<file path="config.mk">
export PLATFORM = sky130hd
export DESIGN_NAME = integer_to_text_formatter_top
export DESIGN_NICKNAME = d
export VERILOG_FILES = /design/src/rtl/ittf_pkg.sv /design/src/rtl/ittf_ctrl.sv /design/src/rtl/ittf_dpath.sv /design/src/rtl/integer_to_text_formatter_top.sv
export SDC_FILE = /design/constraint.sdc
export NUM_CORES = 1
export LEC_CHECK = 0
export BUFFER_PORTS_ARGS = -buffer_cell sky130_fd_sc_hd__buf_2
export CAP_MARGIN = 20
export CORE_MARGIN = 1.5
export CORE_UTILIZATION = 62
export DETAILED_ROUTE_END_ITERATION = 10
export PLACE_DENSITY_LB_ADDON = 0.12
export SETUP_SLACK_MARGIN = 0.15
export SLEW_MARGIN = 40
export SYNTH_ARGS = -nofsm -noshare
export SYNTH_HDL_FRONTEND = slang
export SYNTH_SLANG_ARGS = --single-unit
</file>
<file path="constraint.sdc">
create_clock -name clk_i -period 12.38 [get_ports clk_i]
set_clock_uncertainty 0.05 [all_clocks]
set_input_delay 3.095 -clock clk_i [delete_from_list [all_inputs] [get_ports clk_i]]
set_output_delay 3.095 -clock clk_i [all_outputs]
set_load 0.02 [all_outputs]
</file>
<file path="src/rtl/ittf_pkg.sv">
`timescale 1ns / 1ps
`default_nettype none

package ittf_pkg;

  localparam logic [6:0] CH_ZERO    = 7'h30;
  localparam logic [6:0] CH_MINUS   = 7'h2D;
  localparam logic [6:0] CH_SPACE   = 7'h20;
  localparam logic [6:0] CH_LOWER_A = 7'h61;
  localparam logic [6:0] CH_UPPER_A = 7'h41;

  localparam int unsigned NUM_NIBBLES = 10;
  localparam int unsigned DIGIT_W     = 4 * NUM_NIBBLES;
  localparam int unsigned VALUE_W     = 32;
  localparam int unsigned CONV_STEPS  = VALUE_W;
  localparam int unsigned STEP_W      = $clog2(CONV_STEPS);
  localparam int unsigned POS_W       = 7;
  localparam int unsigned DEC_RADIX   = 10;

  typedef struct packed {
    logic load;
    logic shift;
    logic measure;
    logic emit;
  } ittf_cmd_t;

  typedef struct packed {
    logic hex;
    logic last;
    logic slot_free;
  } ittf_sts_t;

endpackage

`default_nettype wire

</file>
<file path="src/rtl/ittf_ctrl.sv">
`timescale 1ns / 1ps
`default_nettype none

module ittf_ctrl
  import ittf_pkg::*;
(
  input  wire logic      clk_i,
  input  wire logic      rst_ni,
  input  wire logic      s_tvalid_i,
  output logic           s_tready_o,
  input  wire ittf_sts_t sts_i,
  output ittf_cmd_t      cmd_o
);

  typedef enum logic [1:0] {
    ST_IDLE,
    ST_CONVERT,
    ST_MEASURE,
    ST_EMIT
  } state_e;

  state_e              state_q;
  logic [STEP_W-1:0]   step_q;

  assign s_tready_o = (state_q == ST_IDLE);

  always_comb begin
    cmd_o.load    = (state_q == ST_IDLE) && s_tvalid_i;
    cmd_o.shift   = (state_q == ST_CONVERT) && !sts_i.hex;
    cmd_o.measure = (state_q == ST_MEASURE);
    cmd_o.emit    = (state_q == ST_EMIT) && sts_i.slot_free;
  end

  always_ff @(posedge clk_i or negedge rst_ni) begin
    if (!rst_ni) begin
      state_q <= ST_IDLE;
      step_q  <= '0;
    end else begin
      unique case (state_q)
        ST_IDLE: begin
          step_q <= '0;
          if (s_tvalid_i) begin
            state_q <= ST_CONVERT;
          end
        end
        ST_CONVERT: begin
          step_q <= step_q + 1'b1;
          if (sts_i.hex || step_q == STEP_W'(CONV_STEPS - 1)) begin
            state_q <= ST_MEASURE;
          end
        end
        ST_MEASURE: begin
          state_q <= ST_EMIT;
        end
        ST_EMIT: begin
          if (sts_i.slot_free && sts_i.last) begin
            state_q <= ST_IDLE;
          end
        end
        default: begin
          state_q <= ST_IDLE;
        end
      endcase
    end
  end

  a_accept_starts: assert property (@(posedge clk_i) disable iff (!rst_ni)
    (s_tvalid_i && s_tready_o) |=> (state_q == ST_CONVERT))
    else $error("Accepted request did not start conversion.");

  a_convert_ends: assert property (@(posedge clk_i) disable iff (!rst_ni)
    (state_q == ST_CONVERT && step_q == STEP_W'(CONV_STEPS - 1)) |=> (state_q == ST_MEASURE))
    else $error("Conversion overran its step count.");

  a_last_returns: assert property (@(posedge clk_i) disable iff (!rst_ni)
    (cmd_o.emit && sts_i.last) |=> s_tready_o)
    else $error("Controller did not return to idle after the last character.");

endmodule

`default_nettype wire

</file>
<file path="src/rtl/ittf_dpath.sv">
`timescale 1ns / 1ps
`default_nettype none

module ittf_dpath
  import ittf_pkg::*;
#(
  parameter int unsigned MAX_FIELD = 32
) (
  input  wire logic               clk_i,
  input  wire logic               rst_ni,
  input  wire ittf_cmd_t          cmd_i,
  output ittf_sts_t               sts_o,
  input  wire logic [VALUE_W-1:0] value_i,
  input  wire logic               hex_base_i,
  input  wire logic               signed_mode_i,
  input  wire logic               upper_case_i,
  input  wire logic [5:0]         field_width_i,
  input  wire logic [1:0]         pad_mode_i,
  input  wire logic [5:0]         min_digits_i,
  input  wire logic               m_tready_i,
  output logic                    m_tvalid_o,
  output logic [6:0]              m_char_o,
  output logic                    m_last_o
);

  localparam logic [5:0] MaxField = 6'(MAX_FIELD);

  logic               hex_q, neg_q, upper_q, left_q, zfill_q;
  logic [5:0]         width_q, mind_q;
  logic [DIGIT_W-1:0] dig_q;
  logic [VALUE_W-1:0] bin_q;
  logic [POS_W-1:0]   pre_q, ds_q, de_q, last_q, pos_q;
  logic               out_valid_q, out_last_q;
  logic [6:0]         out_char_q;

  logic               neg_d;
  logic [VALUE_W-1:0] mag_d;
  logic [DIGIT_W-1:0] adj;
  logic [3:0]         nd_c;
  logic [POS_W-1:0]   nd7, lz_c, body_c, width7, fill_c, pre_c, zf_c, ds_c, de_c, last_c;
  logic [POS_W-1:0]   didx;
  logic [3:0]         dsel;
  logic [6:0]         dchar, fch, char_c;
  logic               slot_free;

  always_comb begin
    neg_d = !hex_base_i && signed_mode_i && value_i[VALUE_W-1];
    mag_d = neg_d ? (~value_i + 1'b1) : value_i;
  end

  always_comb begin
    for (int i = 0; i < NUM_NIBBLES; i++) begin
      adj[4*i +: 4] = (dig_q[4*i +: 4] >= 4'd5) ? (dig_q[4*i +: 4] + 4'd3) : dig_q[4*i +: 4];
    end
  end

  always_comb begin
    nd_c = 4'd1;
    for (int i = 1; i < NUM_NIBBLES; i++) begin
      if (dig_q[4*i +: 4] != 4'd0) begin
        nd_c = 4'(i + 1);
      end
    end
    nd7    = {3'b000, nd_c};
    lz_c   = ({1'b0, mind_q} > nd7) ? ({1'b0, mind_q} - nd7) : '0;
    body_c = {6'b0, neg_q} + lz_c + nd7;
    width7 = {1'b0, width_q};
    fill_c = (width7 > body_c) ? (width7 - body_c) : '0;
    pre_c  = (!left_q && !zfill_q) ? fill_c : '0;
    zf_c   = (!left_q && zfill_q) ? fill_c : '0;
    ds_c   = pre_c + {6'b0, neg_q} + lz_c + zf_c;
    de_c   = ds_c + nd7;
    last_c = de_c - 7'd1 + (left_q ? fill_c : '0);
  end

  always_comb begin
    didx = de_q - 7'd1 - pos_q;
    dsel = '0;
    for (int i = 0; i < NUM_NIBBLES; i++) begin
      if (didx[3:0] == 4'(i)) begin
        dsel = dig_q[4*i +: 4];
      end
    end
    dchar = (dsel < 4'(DEC_RADIX)) ? (CH_ZERO + {3'b000, dsel})
          : ((upper_q ? CH_UPPER_A : CH_LOWER_A) + {3'b000, dsel} - 7'(DEC_RADIX));
    fch   = zfill_q ? CH_ZERO : CH_SPACE;
    priority if (pos_q < pre_q) begin
      char_c = CH_SPACE;
    end else if (neg_q && pos_q == pre_q) begin
      char_c = CH_MINUS;
    end else if (pos_q < ds_q) begin
      char_c = CH_ZERO;
    end else if (pos_q < de_q) begin
      char_c = dchar;
    end else begin
      char_c = fch;
    end
  end

  assign slot_free = !out_valid_q || m_tready_i;

  always_comb begin
    sts_o.hex       = hex_q;
    sts_o.last      = (pos_q == last_q);
    sts_o.slot_free = slot_free;
  end

  always_ff @(posedge clk_i) begin
    if (cmd_i.load) begin
      hex_q   <= hex_base_i;
      neg_q   <= neg_d;
      upper_q <= upper_case_i;
      left_q  <= pad_mode_i[0];
      zfill_q <= pad_mode_i[1];
      width_q <= (field_width_i > MaxField) ? MaxField : field_width_i;
      mind_q  <= (min_digits_i > MaxField) ? MaxField : min_digits_i;
      dig_q   <= hex_base_i ? {{(DIGIT_W - VALUE_W){1'b0}}, mag_d} : '0;
      bin_q   <= mag_d;
    end else if (cmd_i.shift) begin
      {dig_q, bin_q} <= {adj[DIGIT_W-2:0], bin_q, 1'b0};
    end
    if (cmd_i.measure) begin
      pre_q  <= pre_c;
      ds_q   <= ds_c;
      de_q   <= de_c;
      last_q <= last_c;
      pos_q  <= '0;
    end else if (cmd_i.emit) begin
      pos_q  <= pos_q + 1'b1;
    end
    if (cmd_i.emit) begin
      out_char_q <= char_c;
      out_last_q <= (pos_q == last_q);
    end
  end

  always_ff @(posedge clk_i or negedge rst_ni) begin
    if (!rst_ni) begin
      out_valid_q <= 1'b0;
    end else if (cmd_i.emit) begin
      out_valid_q <= 1'b1;
    end else if (m_tready_i) begin
      out_valid_q <= 1'b0;
    end
  end

  assign m_tvalid_o = out_valid_q;
  assign m_char_o   = out_char_q;
  assign m_last_o   = out_last_q;

  a_emit_free: assert property (@(posedge clk_i) disable iff (!rst_ni)
    cmd_i.emit |-> slot_free)
    else $error("Character emitted into an occupied output register.");

  a_digit_range: assert property (@(posedge clk_i) disable iff (!rst_ni)
    (cmd_i.emit && pos_q >= ds_q && pos_q < de_q) |-> (didx < 7'(NUM_NIBBLES)))
    else $error("Digit index outside the digit register.");

  a_hex_top_clear: assert property (@(posedge clk_i) disable iff (!rst_ni)
    (cmd_i.measure && hex_q) |-> (dig_q[DIGIT_W-1:VALUE_W] == '0))
    else $error("Hex digits spilled above eight nibbles.");

  a_measure_rewinds: assert property (@(posedge clk_i) disable iff (!rst_ni)
    cmd_i.measure |=> (pos_q == '0 && last_q >= de_q - 7'd1))
    else $error("Emission position not rewound after measurement.");

endmodule

`default_nettype wire

</file>
<file path="src/rtl/integer_to_text_formatter_top.sv">
// Integer-to-text formatter.
// A request on the slave stream carries a 32-bit value and its format; the
// block answers with the ASCII text of the number on the master stream, one
// character per transfer, with tlast on the final character.
// After a request is taken, a decimal value goes through a binary to BCD
// shift-and-adjust loop; a hex value skips the shifting. A measure step then
// works out digit count, sign, leading zeros and fill, and the characters
// follow at one per cycle while the receiver takes them. A request gives at
// most MAX_FIELD + 1 characters, so 33 by default.
// A new request is taken as soon as the last character sits in the output
// register, even if the receiver has not yet taken it.
// When the receiver stalls, the output register holds its character and the
// block waits; nothing is lost. Reset clears the controller and the output
// valid, leaving the block idle and ready.
`timescale 1ns / 1ps
`default_nettype none

module integer_to_text_formatter_top
  import ittf_pkg::*;
#(
  parameter int unsigned MAX_FIELD = 32
) (
  input  wire logic        clk_i,
  input  wire logic        rst_ni,
  input  wire logic        s_axis_tvalid_i,
  output logic             s_axis_tready_o,
  // value[31:0], upper_case[32], field_width[38:33], pad_mode[40:39],
  // min_digits[46:41], zero[47].
  input  wire logic [47:0] s_axis_tdata_i,
  // hex_base[0], signed_mode[1].
  input  wire logic [1:0]  s_axis_tuser_i,
  output logic             m_axis_tvalid_o,
  input  wire logic        m_axis_tready_i,
  // character[6:0], zero[7].
  output logic [7:0]       m_axis_tdata_o,
  output logic             m_axis_tlast_o
);

  ittf_cmd_t  cmd;
  ittf_sts_t  sts;
  logic [6:0] char_w;

  ittf_ctrl u_ctrl (
    .clk_i      (clk_i),
    .rst_ni     (rst_ni),
    .s_tvalid_i (s_axis_tvalid_i),
    .s_tready_o (s_axis_tready_o),
    .sts_i      (sts),
    .cmd_o      (cmd)
  );

  ittf_dpath #(
    .MAX_FIELD (MAX_FIELD)
  ) u_dpath (
    .clk_i         (clk_i),
    .rst_ni        (rst_ni),
    .cmd_i         (cmd),
    .sts_o         (sts),
    .value_i       (s_axis_tdata_i[31:0]),
    .hex_base_i    (s_axis_tuser_i[0]),
    .signed_mode_i (s_axis_tuser_i[1]),
    .upper_case_i  (s_axis_tdata_i[32]),
    .field_width_i (s_axis_tdata_i[38:33]),
    .pad_mode_i    (s_axis_tdata_i[40:39]),
    .min_digits_i  (s_axis_tdata_i[46:41]),
    .m_tready_i    (m_axis_tready_i),
    .m_tvalid_o    (m_axis_tvalid_o),
    .m_char_o      (char_w),
    .m_last_o      (m_axis_tlast_o)
  );

  assign m_axis_tdata_o = {1'b0, char_w};

endmodule

`default_nettype wire
</file>
* Word-level counts from Yosys, hierarchy flattened
Cells that the tools add are included.
** Storage, ports and cells
- Logic and storage cells :: 172
- Bits of input ports :: 54
- Bits in registers :: 140
- Output and inout bits :: 11
** Cells by class
- Add/sub/neg operators :: 28
- Reduce and logical (&&, ||, !) cells :: 33
- Bitwise operators :: 1
- Muxes and demuxes :: 53
- Equality and inequality tests :: 18
- Magnitude comparators :: 18
** Operators by type and width (number)
- 2-to-1 mux 32 bit :: 4
- 2-to-1 mux 4 bit :: 23
- 2-to-1 mux 40 bit :: 2
- 2-to-1 mux 7 bit :: 7
- greater-or-equal comparator 4 x 3 -> 1 bit, second input constant :: 10
- adder 4 x 2 -> 4 bit, second input constant :: 9
- nonzero test 4 bit :: 9
- adder 32 x 1 -> 32 bit, second input constant :: 1
- NOT 32 bit :: 1
- adder 7 x 4 -> 7 bit :: 3
- adder 7 bit :: 3
- less-than comparator 7 bit :: 3
- equality test 4 x 3 -> 1 bit, second input constant :: 4
- 2-to-1 mux 3 bit :: 5
- equality test 7 bit :: 2
- greater-than comparator 6 bit, second input constant :: 2
- 2-to-1 mux 2 bit :: 5
- 2-to-1 mux 5 bit :: 2
- one-hot mux 5 bit (2 select lines) :: 1
- logical AND 1 bit :: 9
- equality test 4 x 2 -> 1 bit, second input constant :: 2
- equality test 4 bit, second input constant :: 2
- one-hot mux 2 bit (4 select lines) :: 1
- adder 1 x 7 -> 7 bit :: 1
- other kinds (29) :: 40

* Depth between registers and ports, before layout
Gate-level depths: netlist (run 1).
- Depth in word-level cells :: 23
- Mapped depth :: 46
- Gate-level depth less buffers :: 46

* Hierarchy
From an unflattened synthesis (run 1), not the netlist that was laid out.
** Unflattened totals
- Cells, all modules :: 1043
- Area, all modules :: 10073.4 um^2
** By module, submodules not included
- ittf_dpath :: area each 9619.2 um^2, instances 1, cells an instance 1001, seq. area each 3918.8 um^2
- ittf_ctrl :: area each 442.9 um^2, instances 1, cells an instance 40, seq. area each 175.2 um^2
- integer_to_text_formatter_top :: area each 11.3 um^2, instances 1, cells an instance 2, seq. area each 0.0 um^2

* Least setup slack after synthesis (run 1)
Ideal clock, no wire load.
- Path kind :: reg2reg
- From :: register u_dpath.dig_q[4]
- To :: register u_dpath.last_q[6], data pin
- Slack :: 3.123 ns
- Clock period less this slack :: 9.257 ns
- Cell stages (with the launch flop) :: 41
- Arrival :: 8.939 ns
- Setup time :: 0.268 ns
- Cells stage by stage :: edfxtp_1 > inv_1 > ha_1 > nor3b_1 > o311ai_0 > a31o_2 > a41oi_1 > ha_1 > nor2b_1 > o31a_1 > or2_2 > nand2_1 > nand2_1 > mux2_2 > ha_1 > a21o_1 > fa_1 > a21o_1 > [5 not listed] > o211ai_1 > nor4_2 > nand2b_1 > fa_1 > inv_1 > fa_1 > fa_1 > xor2_1 > inv_1 > ha_1 > inv_1 > ha_1 > a21o_1 > a21oi_1 > o21bai_1 > a21oi_1 > xor2_1 > xnor3_1
** Between the ends
- Longest elaborated chain between the ends :: 23
** Ends and longest elaborated chain
- from (decl) :: RTL line ittf_dpath.sv:30 : logic [DIGIT_W-1:0] dig_q;
- from (signal assigned) :: RTL line ittf_dpath.sv:117 : dig_q <= hex_base_i ? {{(DIGIT_W - VALUE_W){1'b0}}, mag_d} : '0;
- from (signal assigned) :: RTL line ittf_dpath.sv:120 : {dig_q, bin_q} <= {adj[DIGIT_W-2:0], bin_q, 1'b0};
- nonzero test 4 bit * :: RTL line ittf_dpath.sv:60 : if (dig_q[4*i +: 4] != 4'd0) begin
- 2-to-1 mux 2 bit * (2 in series) :: RTL line ittf_dpath.sv:60
- 2-to-1 mux 3 bit * (4 in series) :: RTL line ittf_dpath.sv:60
- 2-to-1 mux 4 bit * (3 in series) :: RTL line ittf_dpath.sv:60
- subtractor 6 x 4 -> 7 bit / greater-than comparator 6 x 4 -> 1 bit (equally long branches) :: RTL line ittf_dpath.sv:65 : lz_c = ({1'b0, mind_q} > nd7) ? ({1'b0, mind_q} - nd7) : '0;
- 2-to-1 mux 7 bit :: RTL line ittf_dpath.sv:65
- adder 1 x 7 -> 7 bit :: RTL line ittf_dpath.sv:66 : body_c = {6'b0, neg_q} + lz_c + nd7;
- adder 7 x 4 -> 7 bit :: RTL line ittf_dpath.sv:66
- [4 not listed]
- adder 7 bit :: RTL line ittf_dpath.sv:71 : ds_c = pre_c + {6'b0, neg_q} + lz_c + zf_c;
- adder 7 bit * :: RTL line ittf_dpath.sv:71
- named net u_dpath.ds_c[1] :: RTL line ittf_dpath.sv:40 : logic [POS_W-1:0] nd7, lz_c, body_c, width7, fill_c, pre_c, zf_c, ds_c, de_c, last_c;
- adder 7 x 4 -> 7 bit * :: RTL line ittf_dpath.sv:72 : de_c = ds_c + nd7;
- named net u_dpath.de_c[2] :: RTL line ittf_dpath.sv:40
- subtractor 7 x 1 -> 7 bit * :: RTL line ittf_dpath.sv:73 : last_c = de_c - 7'd1 + (left_q ? fill_c : '0);
- adder 7 bit * :: RTL line ittf_dpath.sv:73
- named net u_dpath.last_c[6] :: RTL line ittf_dpath.sv:40
- to (signal assigned) :: RTL line ittf_dpath.sv:126 : last_q <= last_c;
- to (decl) :: RTL line ittf_dpath.sv:32 : logic [POS_W-1:0] pre_q, ds_q, de_q, last_q, pos_q;
The timed path passes the listed nets; every way through them passes the cells marked *.
A chain may end at the register's enable or synchronous reset.

* Worst setup path in the final report (run 1)
Same ends and word-level chain as after synthesis.

==> impl_results.md, run 1 <==
- Post-route ant nets: 0
- Post-synth EDFFs: 125
- Sequential share of the synthesized area: 0.408
- Syn Std Cell Area: 10000 µm²
- Clock-pin slew on the worst setup and hold paths: 0.06 ns
- Drt first pass iters: 5
- Site row count: 46
- #FFs+latches synth: 140
- RSZ-0062 raised after global routing: no
- Worst path slowest cell: nor4_2
- Avg Vias per Cell: 5.72
- CTS Hold Bufs: 0
- YS warnings: 0
- Inst Count DP: 1281
- Hold Path Class: flop to flop
- WS Path Type: flop to flop
- Setup TNS: 0 ns
- Htree depth: 4
- Clock buffer depth: 2
- Layout cells sized above 1: 0.115
- Total grt overflow: 0
- Crit. End Element: flop
- DIE HEIGHT: 130 µm
- Vias: 7504
- Cts repair resizes: 0
- I/O pin cnt: 65
- Synth cell types: 65
- Clock root buffer: clkbuf_16
- Num CTS Buffers: 17
- RePlAce Congestion: 0.900
- ANT cells: 0
- Fmax achieved: 0.0935 GHz
- Outcome: completed
- Max-Cap Viols: 0
- Setup ws final: 1.69 ns
- Synthesized Nets: 1184
- Commonest cells after routing, fill and taps aside: 125 x edfxtp_1, 104 x inv_1, 90 x ha_1, 89 x nand2_1, 85 x o21ai_0
- Pin count of the biggest net entering global routing: 73
- DP Worst Slack: 1.76 ns
- Die width: 130 µm
- Setup Buffers After CTS: 0
- Worst Tran Pin Value: 0.823 ns
- Total clock sinks: 140
- Count of final setup violators: 0
- Final Non-Filler Cells: 1313
- Total wire length: 20.6 mm
- Residual DRC: 0
- Startpoint types: flop
- Post-synth ARST share: 0.0571
- DR iter-0 viols: 498
- Post-synth top flop: edfxtp_1
- Crit share post-route: 0.864
- Worst Hold Slack: 0.412 ns
- Crit path largest cell delay: 0.74 ns
- Req. time, crit path: 12.49 ns
- Commonest non-fill, non-tap cell in the layout: edfxtp_1
- Hold Vio Cnt, Final: 0
- Worst Path Max Fanout: 9
- Routed WL per cell: 15.7 µm
- Worst-Skew Late Latency: 0.43 ns
- HPWL Detailed: 15.1 mm
- Vias in the first global route: 7041
- Die area: 16900 µm²
- Core Area: 15800 µm²
- Buffers on Ports: 62
- Area growth syn-to-layout: 10.6%
- Nets@finish: 1241
- Tmin final: 10.69 ns
- Starting Density: 0.633
- Initial antenna violation count: 0
- Final Max Tran Viols: 0
- GRT Total Usage: 0.260
- Crit-path most repeated cell: ha_1
- First-pass GRT wire length: 34.2 mm
- Fill cells: 1257
- Worst EP arrival: 10.80 ns
- Avg Cell Area, Syn: 9.76 µm²
- TritonCTS clock tree: yes
- Slew HR: 0.451
- Post-Syn Instances: 1027
## flip-flops by register name (all words and copies together) (netlist names), 7 cells and up
signal            count
u_dpath.bin_q        32
u_dpath.ds_q          7
u_dpath.m_char_o      7
u_dpath.last_q        7
u_dpath.pos_q         7
u_dpath.dig_q        40
u_dpath.de_q          7
u_dpath.pre_q         7
## kinds of logic after synthesis
| logic type | Yosys count | share of synthesized area |
|---|---|---|
| and+or+nand+nor | 324 | 0.165 |
| other | 1 | 0.000374 |
| AOI/OAI and AO/OA | 224 | 0.134 |
| xor gates and xnor gates | 83 | 0.0753 |
| DFF | 140 | 0.408 |
| muxes | 18 | 0.0283 |
| buffers and inverters | 134 | 0.0507 |
| adders and majority gates | 103 | 0.138 |
## area by class of cell
type | instances | area, µm² | share of cell area
multi-input cells | 753 | 5430 | 0.490
flip-flops and latches | 140 | 4090 | 0.369
clock buffers | 23 | 458 | 0.0413
inverters | 105 | 394 | 0.0356
repair buffers | 67 | 364 | 0.0329
well taps | 216 | 270 | 0.0244
clock inverters | 9 | 76.3 | 0.00689
## worst max-delay path: cells and delay by family (launching register included)
kind / cells / cell delay [ns]
multiplexers: 1 / 0.29
adder cells (fa/ha/maj): 10 / 3.67
flip-flops: 1 / 0.47
XOR/XNOR: 4 / 0.78
AND/OR/NAND/NOR: 7 / 1.74
buffers and inverters: 4 / 0.34
AO/OA/AOI/OAI: 14 / 3.05
## synthesized netlist by cell type (3+ instances only)
cell	n	share of area
edfxtp_1	125	0.37
inv_1	105	0.039
nand2_1	91	0.034
ha_1	90	0.11
o21ai_0	85	0.042
a21oi_1	65	0.032
nor2_1	61	0.023
nand3_1	45	0.022
xor2_1	42	0.037
xnor2_1	39	0.034
clkbuf_1	22	0.0082
nand2b_1	22	0.014
nor2b_1	19	0.012
nor3_1	15	0.0075
o31ai_1	14	0.010
a21o_1	13	0.0097
fa_1	13	0.026
nand4_1	11	0.0069
nor3b_1	11	0.0082
o211ai_1	9	0.0067
dfrtp_1	8	0.020
mux4_2	8	0.018
o21a_1	8	0.0060
and2_1	7	0.0044
dfxtp_1	7	0.014
mux2i_1	7	0.0070
nor4_1	7	0.0044
or2_2	7	0.0044
or3_1	7	0.0044
a31oi_1	5	0.0031
buf_1	5	0.0019
and3_1	4	0.0025
or4_1	4	0.0030
mux2_2	3	0.0034
o21ai_1	3	0.0015
o21bai_1	3	0.0022
## metal layers
metal,wire [µm],global-route usage
met5,0,0
met4,319,0.0804
met3,1070,0.0504
met2,9530,0.417
met1,9710,0.360
## final timing paths
| check | start | end | slack (ns) | depth (start not counted) |
|---|---|---|---|---|
| worst max-delay path | u_dpath.dig_q[4] | u_dpath.last_q[6] | 1.69 | 40 |
| worst min-delay path | u_ctrl.step_q[3] | u_ctrl.step_q[3] | 0.41 | 1 |
| min in group asynchronous | rst_ni | u_ctrl.step_q[2] | 2.45 | 1 |
| worst max register to register | u_dpath.dig_q[4] | u_dpath.last_q[6] | 1.69 | 40 |
| worst min register to register | u_ctrl.step_q[3] | u_ctrl.step_q[3] | 0.41 | 1 |
| max in group asynchronous | rst_ni | u_ctrl.state_q[0] | 9.66 | 1 |
## through the flow
step	cell area [µm²]	utilization
after global placement	10500	0.665
after global routing	11100	0.700
after CTS	11100	0.700
after floorplan	10000	-
after detailed placement	10500	0.666
final	11100	0.700
Power of run 1 is left out: the tool's default activity adds up to more than one toggle a clock period on the data nets, which glitch-free logic cannot reach.
==> inputs of run 2 (changes only) <==
CORE_UTILIZATION = 40   (was 62)
==> impl_results.md, run 2 (synthesized netlist as in run 1, its figures left out) <==
- Routed WL per cell: 15.5 µm (-1.5%)
- Hold Path Class: flop to flop
- Setup Buffers After CTS: 0 (unchanged)
- Largest regs: u_dpath.dig_q: 40 flops, u_dpath.bin_q: 32 flops
- First-pass GRT wire length: 36.2 mm (+5.8%)
- Clock-pin slew on the worst setup and hold paths: 0.06 ns (about the same)
- Most flops, register: u_dpath.dig_q
- Buffers on Ports: 62 (unchanged)
- RSZ-0062 raised after global routing: no
- Fill cells: 2373 (+89%)
- Initial antenna violation count: 0 (unchanged)
- Avg Vias per Cell: 5.15 (-9.9%)
- Die width: 161 µm (+24%)
- DR iter-0 viols: 417 (-16%)
- Site row count: 57 (+24%)
- Num CTS Buffers: 17 (unchanged)
- Worst Path Max Fanout: 9 (unchanged)
- Vias: 7307 (-2.6%)
- CTS Hold Bufs: 0 (unchanged)
- HPWL Detailed: 16.3 mm (+7.9%)
- Clock buffer depth: 2 (unchanged)
- Worst-Skew Late Latency: 0.43 ns (about the same)
- Area growth syn-to-layout: 12.3%
- ANT cells: 0 (unchanged)
- Residual DRC: 0 (unchanged)
- Outcome: completed
- Vias in the first global route: 6985 (-0.80%)
- I/O pin cnt: 65 (unchanged)
- Nets@finish: 1239 (-0.16%)
- Multi-input logic area: 5440 µm² (+0.25%)
- Commonest cells after routing, fill and taps aside: 125 x edfxtp_1, 104 x inv_1, 90 x ha_1, 89 x nand2_1, 85 x o21ai_0
- Crit. End Element: flop
- Final Max Tran Viols: 0 (unchanged)
- Commonest non-fill, non-tap cell in the layout: edfxtp_1
- Clock root buffer: clkbuf_16
- Crit share post-route: 0.879 (+0.0149)
- WS Path Type: flop to flop
- Layout cells sized above 1: 0.116 (+0.00112)
- Max-Cap Viols: 0 (unchanged)
- GRT Total Usage: 0.177 (-0.0835)
- Htree depth: 4 (unchanged)
- Fmax achieved: 0.0919 GHz (-1.7%)
- Total clock sinks: 140 (unchanged)
- Total grt overflow: 0 (unchanged)
- Total wire length: 22.0 mm (+6.5%)
- Slew HR: 0.463 (+0.0121)
- TritonCTS clock tree: yes
- Cts repair resizes: 0 (unchanged)
- Tmin final: 10.88 ns (+0.185 ns)
- Req. time, crit path: 12.48 ns (about the same)
- Largest register FFs: 40 (unchanged)
- Hold Vio Cnt, Final: 0 (unchanged)
- Worst path slowest cell: nor4_2
- RePlAce Congestion: 0.826 (-8.2%)
- Worst Tran Pin Value: 0.799 ns (-0.0239 ns)
- Count of final setup violators: 0 (unchanged)
- Setup TNS: 0 ns (unchanged)
- Post-route ant nets: 0 (unchanged)
- Drt first pass iters: 5 (unchanged)
- Pin count of the biggest net entering global routing: 90 (+23%)
- Crit-path most repeated cell: ha_1
- Core Area: 24500 µm² (+55%)
- Startpoint types: flop
- Worst EP arrival: 10.98 ns (+0.18 ns)
- Crit path largest cell delay: 0.77 ns (+0.03 ns)
- FF/Latch Area: 4090 µm² (unchanged)
- Die area: 26000 µm² (+54%)
- DIE HEIGHT: 161 µm (+24%)
- Starting Density: 0.410 (-0.224)
==> run 2: worst paths after layout <==
| kind | from | endpoint | slack [ns] | depth (start not counted) |
|---|---|---|---|---|
| worst max-delay path | u_dpath.dig_q[4] | u_dpath.last_q[6] | 1.50 | 41 |
| worst max register to register | u_dpath.dig_q[4] | u_dpath.last_q[6] | 1.50 | 41 |
| worst min register to register | u_ctrl.step_q[3] | u_ctrl.step_q[3] | 0.42 | 1 |
| worst min-delay path | u_ctrl.step_q[3] | u_ctrl.step_q[3] | 0.42 | 1 |
| min in group asynchronous | rst_ni | u_ctrl.step_q[2] | 2.46 | 1 |
| max in group asynchronous | rst_ni | u_ctrl.state_q[1] | 9.65 | 1 |
==> run 2: metal layers <==
layer  routed length, µm  share of wire  global-route usage  up-vias
met5                   0              0                   0        -
met4                 187         0.0085              0.0488        0
met3                 756          0.034              0.0370       13
met2                9970           0.45               0.277       93
met1               11100           0.50               0.248     3446
li1                    -              -                   -     3755
==> run 2: final cells by class <==
type	instances	share of cell area
flip-flops and latches	140	0.364
inverters	105	0.0350
multi-input cells	753	0.483
well taps	324	0.0360
clock inverters	12	0.0123
clock buffers	20	0.0397
repair buffers	65	0.0299
==> run 2: critical path: cells and delay by family, from the launching register on <==
family	cells	cell delay, ns
muxes	1	0.29
DFF	1	0.49
and+or+nand+nor	7	1.85
AOI/OAI and AO/OA	15	3.39
adders and majority gates	10	3.24
buffers and inverters	3	0.25
xor gates and xnor gates	5	1.03
==> run 2: metrics by stage <==
step,instance area (µm²),instances,worst slack (ns),utilization,hold WS (ns)
3_3_place_gp,10700,1387,1.58,0.436,0.412
3_5_place_dp,10700,1387,1.54,0.436,0.412
2_1_floorplan,10000,1027,3.12,-,0.393
5_1_grt,11300,1419,0.720,0.460,0.447
6_report,11300,1419,1.50,0.460,0.417
4_1_cts,11300,1419,1.47,0.460,0.421
Power of run 2 is left out for the same reason.
